## config.mk

```make
export PLATFORM = sky130hd
export DESIGN_NAME = cgps_cmd_fifo
export DESIGN_NICKNAME = d
export VERILOG_FILES = /design/src/rtl/core/credit_gated_packet_segmenter_assert.svh /design/src/rtl/core/cgps_pkg.sv /design/src/rtl/core/cgps_cmd_fifo.sv
export SDC_FILE = /design/constraint.sdc
export NUM_CORES = 1
export LEC_CHECK = 0
export BUFFER_PORTS_ARGS = -buffer_cell sky130_fd_sc_hd__buf_2
export CORE_ASPECT_RATIO = 1.2
export CORE_MARGIN = 8
export CORE_UTILIZATION = 40
export CTS_CLUSTER_SIZE = 8
export DETAILED_ROUTE_END_ITERATION = 7
export PLACE_DENSITY_LB_ADDON = 0.2
export SETUP_SLACK_MARGIN = 0.1
export SLEW_MARGIN = 20
export SYNTH_ARGS = -nofsm -noshare
export SYNTH_HDL_FRONTEND = slang
export SYNTH_SLANG_ARGS = --single-unit
```

## constraint.sdc

```tcl
create_clock -name clk -period 3.9 [get_ports clk]
set_clock_uncertainty 0.1 [all_clocks]
set_input_delay 0.585 -clock clk [delete_from_list [all_inputs] [get_ports clk]]
set_output_delay 0.585 -clock clk [all_outputs]
set_load 0.01 [all_outputs]
```

## src/rtl/core/credit_gated_packet_segmenter_assert.svh

```systemverilog
// Assertion macros for the segmenter back end (cgps_back).
// Each macro samples on clk and is disabled while rst_n is low.
`ifndef CREDIT_GATED_PACKET_SEGMENTER_ASSERT_SVH
`define CREDIT_GATED_PACKET_SEGMENTER_ASSERT_SVH
`ifndef SYNTHESIS
`define CGPS_ASSERT(label, cond, msg) \
    label: assert property (@(posedge clk) disable iff (!rst_n) (cond)) else $error(msg);
`define CGPS_ASSERT_IMPLY(label, ante, cons, msg) \
    label: assert property (@(posedge clk) disable iff (!rst_n) (ante) |-> (cons)) \
        else $error(msg);
`define CGPS_ASSERT_NEXT(label, ante, cons, msg) \
    label: assert property (@(posedge clk) disable iff (!rst_n) (ante) |=> (cons)) \
        else $error(msg);
`else
`define CGPS_ASSERT(label, cond, msg)
`define CGPS_ASSERT_IMPLY(label, ante, cons, msg)
`define CGPS_ASSERT_NEXT(label, ante, cons, msg)
`endif
`endif

```

## src/rtl/core/cgps_pkg.sv

```systemverilog
package cgps_pkg;

    localparam int QUEUE_DEPTH_DEFAULT = 1024;
    localparam int MAX_BURST_DEFAULT = 64;
    localparam int CMD_DEPTH = 2;

    localparam int FUNC_W = 2;
    localparam int ID_W = 16;
    localparam int LEN_W = 24;
    localparam int QOS_W = 3;
    localparam int SIZE_W = 15;
    localparam int CREDIT_W = 24;
    localparam int CFG_W = 24;
    localparam int CFG_IDX_W = 2;

    localparam logic [SIZE_W-1:0] MTU_RESET = 15'd4096;
    localparam logic [CREDIT_W-1:0] CREDIT_RESET = 24'd4194304;
    localparam logic [CREDIT_W-1:0] CREDIT_MAX = 24'hFFFFFF;

    localparam logic [FUNC_W-1:0] FUNC_SEND = 2'd0;
    localparam logic [FUNC_W-1:0] FUNC_CREDIT = 2'd1;
    localparam logic [FUNC_W-1:0] FUNC_POLL = 2'd2;

    localparam logic KIND_PACKET = 1'b0;
    localparam logic KIND_REJECT = 1'b1;

    typedef enum logic [CFG_IDX_W-1:0] {
        CFG_MTU,
        CFG_FLOW_CONTROL,
        CFG_QUEUE_MODE,
        CFG_BUFFER_SIZE
    } cfg_index_t;

    typedef enum logic [1:0] {
        OP_SEND,
        OP_CREDIT,
        OP_POLL
    } cmd_op_t;

    typedef struct packed {
        cmd_op_t           op;
        logic [ID_W-1:0]   msg_id;
        logic [LEN_W-1:0]  msg_length;
        logic [QOS_W-1:0]  qos;
        logic [SIZE_W-1:0] credit_bytes;
    } cmd_t;

    typedef struct packed {
        logic full;
        logic empty;
    } fifo_status_t;

    typedef struct packed {
        logic [ID_W-1:0]  msg_id;
        logic [LEN_W-1:0] msg_length;
        logic [QOS_W-1:0] qos;
        logic [LEN_W-1:0] offset;
    } q_entry_t;

    typedef struct packed {
        logic              kind;
        logic [ID_W-1:0]   msg_id;
        logic [QOS_W-1:0]  qos;
        logic [LEN_W-1:0]  offset;
        logic [SIZE_W-1:0] size;
        logic              is_tail;
        logic              last;
        logic              more_pending;
    } result_t;

    typedef enum logic [1:0] {
        ST_IDLE,
        ST_LOAD,
        ST_CALC,
        ST_CHECK
    } back_state_t;

endpackage

```

## src/rtl/core/cgps_cmd_fifo.sv

```systemverilog
module cgps_cmd_fifo #(
    parameter int DEPTH = cgps_pkg::CMD_DEPTH
)
(
    input  logic                   clk,
    input  logic                   rst_n,
    input  logic                   push,
    input  cgps_pkg::cmd_t         push_cmd,
    input  logic                   pop,
    output cgps_pkg::cmd_t         pop_cmd,
    output cgps_pkg::fifo_status_t status
);

    localparam int PTR_W = $clog2(DEPTH);
    localparam int CNT_W = $clog2(DEPTH + 1);

    cgps_pkg::cmd_t   slot_reg [DEPTH];
    logic [PTR_W-1:0] wr_ptr_reg;
    logic [PTR_W-1:0] wr_ptr_next;
    logic [PTR_W-1:0] rd_ptr_reg;
    logic [PTR_W-1:0] rd_ptr_next;
    logic [CNT_W-1:0] count_reg;
    logic [CNT_W-1:0] count_next;

    always_comb
    begin
        wr_ptr_next = wr_ptr_reg;
        rd_ptr_next = rd_ptr_reg;
        count_next  = count_reg;
        if (push)
        begin
            wr_ptr_next = (wr_ptr_reg == PTR_W'(DEPTH - 1)) ? '0 : wr_ptr_reg + 1'b1;
        end
        if (pop)
        begin
            rd_ptr_next = (rd_ptr_reg == PTR_W'(DEPTH - 1)) ? '0 : rd_ptr_reg + 1'b1;
        end
        if (push && !pop)
        begin
            count_next = count_reg + 1'b1;
        end
        else if (pop && !push)
        begin
            count_next = count_reg - 1'b1;
        end
    end

    always_ff @(posedge clk or negedge rst_n)
    begin
        if (!rst_n)
        begin
            wr_ptr_reg <= '0;
            rd_ptr_reg <= '0;
            count_reg  <= '0;
        end
        else
        begin
            wr_ptr_reg <= wr_ptr_next;
            rd_ptr_reg <= rd_ptr_next;
            count_reg  <= count_next;
        end
    end

    always_ff @(posedge clk)
    begin
        if (push)
        begin
            slot_reg[wr_ptr_reg] <= push_cmd;
        end
    end

    assign pop_cmd      = slot_reg[rd_ptr_reg];
    assign status.full  = (count_reg == CNT_W'(DEPTH));
    assign status.empty = (count_reg == '0);

endmodule

```

==> flow_metrics.tcl <==
set metrics [dict create \
    numCtsBuffers 17 \
    async_reset_ff_frac 0.0323 \
    rrSetupSlack_ps 2090 \
    area_growth_pct 28.4 \
    final.fill_count 1006 \
    netlist-cell-type-count 13 \
    hold_buffers 1 \
    critPathSlowestCell "dfrtp_4" \
    die_area_mm2 0.0158 \
    cp_max_fo 61 \
    clkTransAtPathRegs_ps 50 \
    hold_depth 1 \
    grt_pass1_wl_um 13000 \
    core-area_mm2 0.0119 \
    fin_tns_setup_ps 0 \
    powerDensity_mw_per_mm2 774 \
    slowest_delay_ps 410 \
    cp-start-kind "flip-flop" \
    finalNetCount 409 \
    yosys.area.top_type "edfxtp_1" \
    r2r-start "wr_ptr_reg" \
    maxSlewViolCount 0 \
    wire_per_inst_um 16.8 \
    ant_nets 0 \
    hold_class "in -> reg" \
    min_period_ps 2420 \
    status "completed" \
    ir_drop_uv 466 \
    antenna_found_initial 1 \
    vias 2320 \
    critical_path_class "reg -> out" \
    worstPathBufferInverterCount 2 \
    fmax_ghz 0.413 \
    netlist_top_cells_count "120 x edfxtp_1, 59 x mux2_4, 6 x buf_12, 4 x dfrtp_1, 4 x xor2_1" \
    worst_setup_path_end_kind "output pin" \
    postCtsSetupBuffers 0 \
    rsz0062_at_grt "false" \
    utilization 0.518 \
    grt_overflow 0 \
    clk_latency_ps 400 \
    place.gp.congestion 0.642 \
    critPathTopFamily "buffers and inverters" \
    cp_cell_sequence "buf_12, mux2_4, buf_2" \
    crit_arrival_ps 1740 \
    clockBufferDepth 2 \
    rr_worst_depth 2 \
    tightestPinTransition_ps 806 \
    grt_max_degree 62 \
    cts-resized-gates 0 \
    rows 44 \
    finalWirelength_um 8700 \
    dieWidth_um 116 \
    root_buffer "clkbuf_16" \
    numClockSinks 124 \
    track_usage 0.114 \
    drc 0 \
    report.final.setup_viol 0 \
    hold_viol 0 \
    drt_first_pass_iters 4 \
    yosysTopAreaCellShare 0.748 \
    worstHoldStart "push_cmd[59]" \
    min_to "slot_reg[1][59]" \
    synthesis.nets 268 \
    synth_edf_count 120 \
    ios 126 \
    netlist_area_mm2 0.00482 \
    timing.final.crit_share 0.621 \
    avgSynthCellArea_um2 23.7 \
    syn_inst 203 \
    routed_via_density 4.49 \
    dp_hpwl_um 5710 \
    yosysMostFrequentCell "edfxtp_1" \
    seq_area_frac_synth 0.769 \
    tritoncts "done" \
    die_y_um 136 \
    initial_core_util 0.403 \
    numPortBuffers 125 \
    num_antenna_cells 0 \
    slew_headroom 0.462 \
    largest_register_ffs 120 \
    worstPathRequired_ps 3210 \
    layout-drive-gt1-share 0.607 \
    grt_pass1_vias 2466 \
    synth_seq_cells 124 \
    synth_area_leaders "edfxtp_1 75%, mux2_4 18%, buf_12 2.5%" \
    ys.flop_type "edfxtp_1" \
    p_leak_nw 2.52 \
    synth_warnings 0 \
    worstReg2RegEnd "slot_reg[0][13]" \
    drt-initial-drc-count 134 \
    cts_htree_levels 4 \
    maxCapViolCount 0 \
]
where the power goes:
group          switching (W)  total, W  internal [W]
logic               0.000673   0.00138      0.000707
clock network       0.000507   0.00156       0.00106
registers          0.0000705   0.00185       0.00178
total                0.00125   0.00479       0.00354
worst register-to-register path: cells and delay by family, from the launching register on:
kind,cells,cell delay (ps)
simple gates,1,650
flops,1,410
buf+inv,1,320
how the worst max path moves through the flow:
stage	depth (start not counted)	start	slack (ps)	endpoint
final	3	rd_ptr_reg	1480	pop_cmd[39]
after global routing	3	rd_ptr_reg	1380	pop_cmd[43]
after CTS	3	rd_ptr_reg	1410	pop_cmd[43]
after detailed placement	3	push	1710	slot_reg[0][49]
after global placement	3	push	1730	slot_reg[0][11]
after floorplan	1	push	1210	slot_reg[0][0]
logic make-up (layout without fill, tap and decap cells):
logic type    after synthesis  after routing  share of synthesized area
xor+xnor                    5              5                    0.00909
fa+ha+maj                   1              1                    0.00260
buf+inv                     8            161                     0.0280
flops                     124            124                      0.769
mux                        60             60                      0.186
simple gates                5              5                    0.00545
final cells by class:
cell class	instances	area (um2)	share of cell area
Sequential cell	124	3710	0.599
Multi-Input combinational cell	71	988	0.160
Timing Repair Buffer	129	696	0.112
Clock buffer	21	440	0.0712
Tap cell	161	201	0.0326
Clock inverter	10	148	0.0239
Inverter	1	3.75	0.000607
stage by stage:
step	worst slack (ps)	total power (W)	instance area [um2]	hold slack, ps	cells
2_1_floorplan	1210	0.00293	4820	189	203
3_3_place_gp	1730	0.00327	5590	298	485
3_5_place_dp	1710	0.00330	5590	298	485
5_1_grt	1380	0.00501	6180	252	517
6_report	1480	0.00479	6180	272	517
4_1_cts	1410	0.00488	6180	251	517
layout by cell type (no fill, tap or decap):
| master | count |
|---|---|
| nor2b_1 | 1 |
| clkbuf_1 | 4 |
| nor2b_4 | 1 |
| bufinv_16 | 4 |
| xnor2_1 | 1 |
| nor2_1 | 2 |
| mux2_4 | 59 |
| buf_12 | 3 |
| edfxtp_1 | 120 |
| buf_2 | 125 |
| clkinv_2 | 4 |
| xor2_1 | 4 |
| inv_1 | 1 |
| dlygate4sd3_1 | 1 |
| and2_2 | 1 |
| ha_1 | 1 |
| clkinv_1 | 2 |
| dfrtp_1 | 3 |
| clkbuf_16 | 17 |
| dfrtp_4 | 1 |
| mux2_2 | 1 |
layer usage:
| metal | track usage | part of all wire | vias to the layer above |
|---|---|---|---|
| li1 | - | - | 1084 |
| met1 | 0.123 | 0.40 | 1145 |
| met2 | 0.185 | 0.52 | 76 |
| met3 | 0.0440 | 0.072 | 13 |
| met4 | 0.0671 | 0.014 | 2 |
| met5 | 0 | 0.0011 | - |
Note: power is estimated with default switching activity, not from simulation.
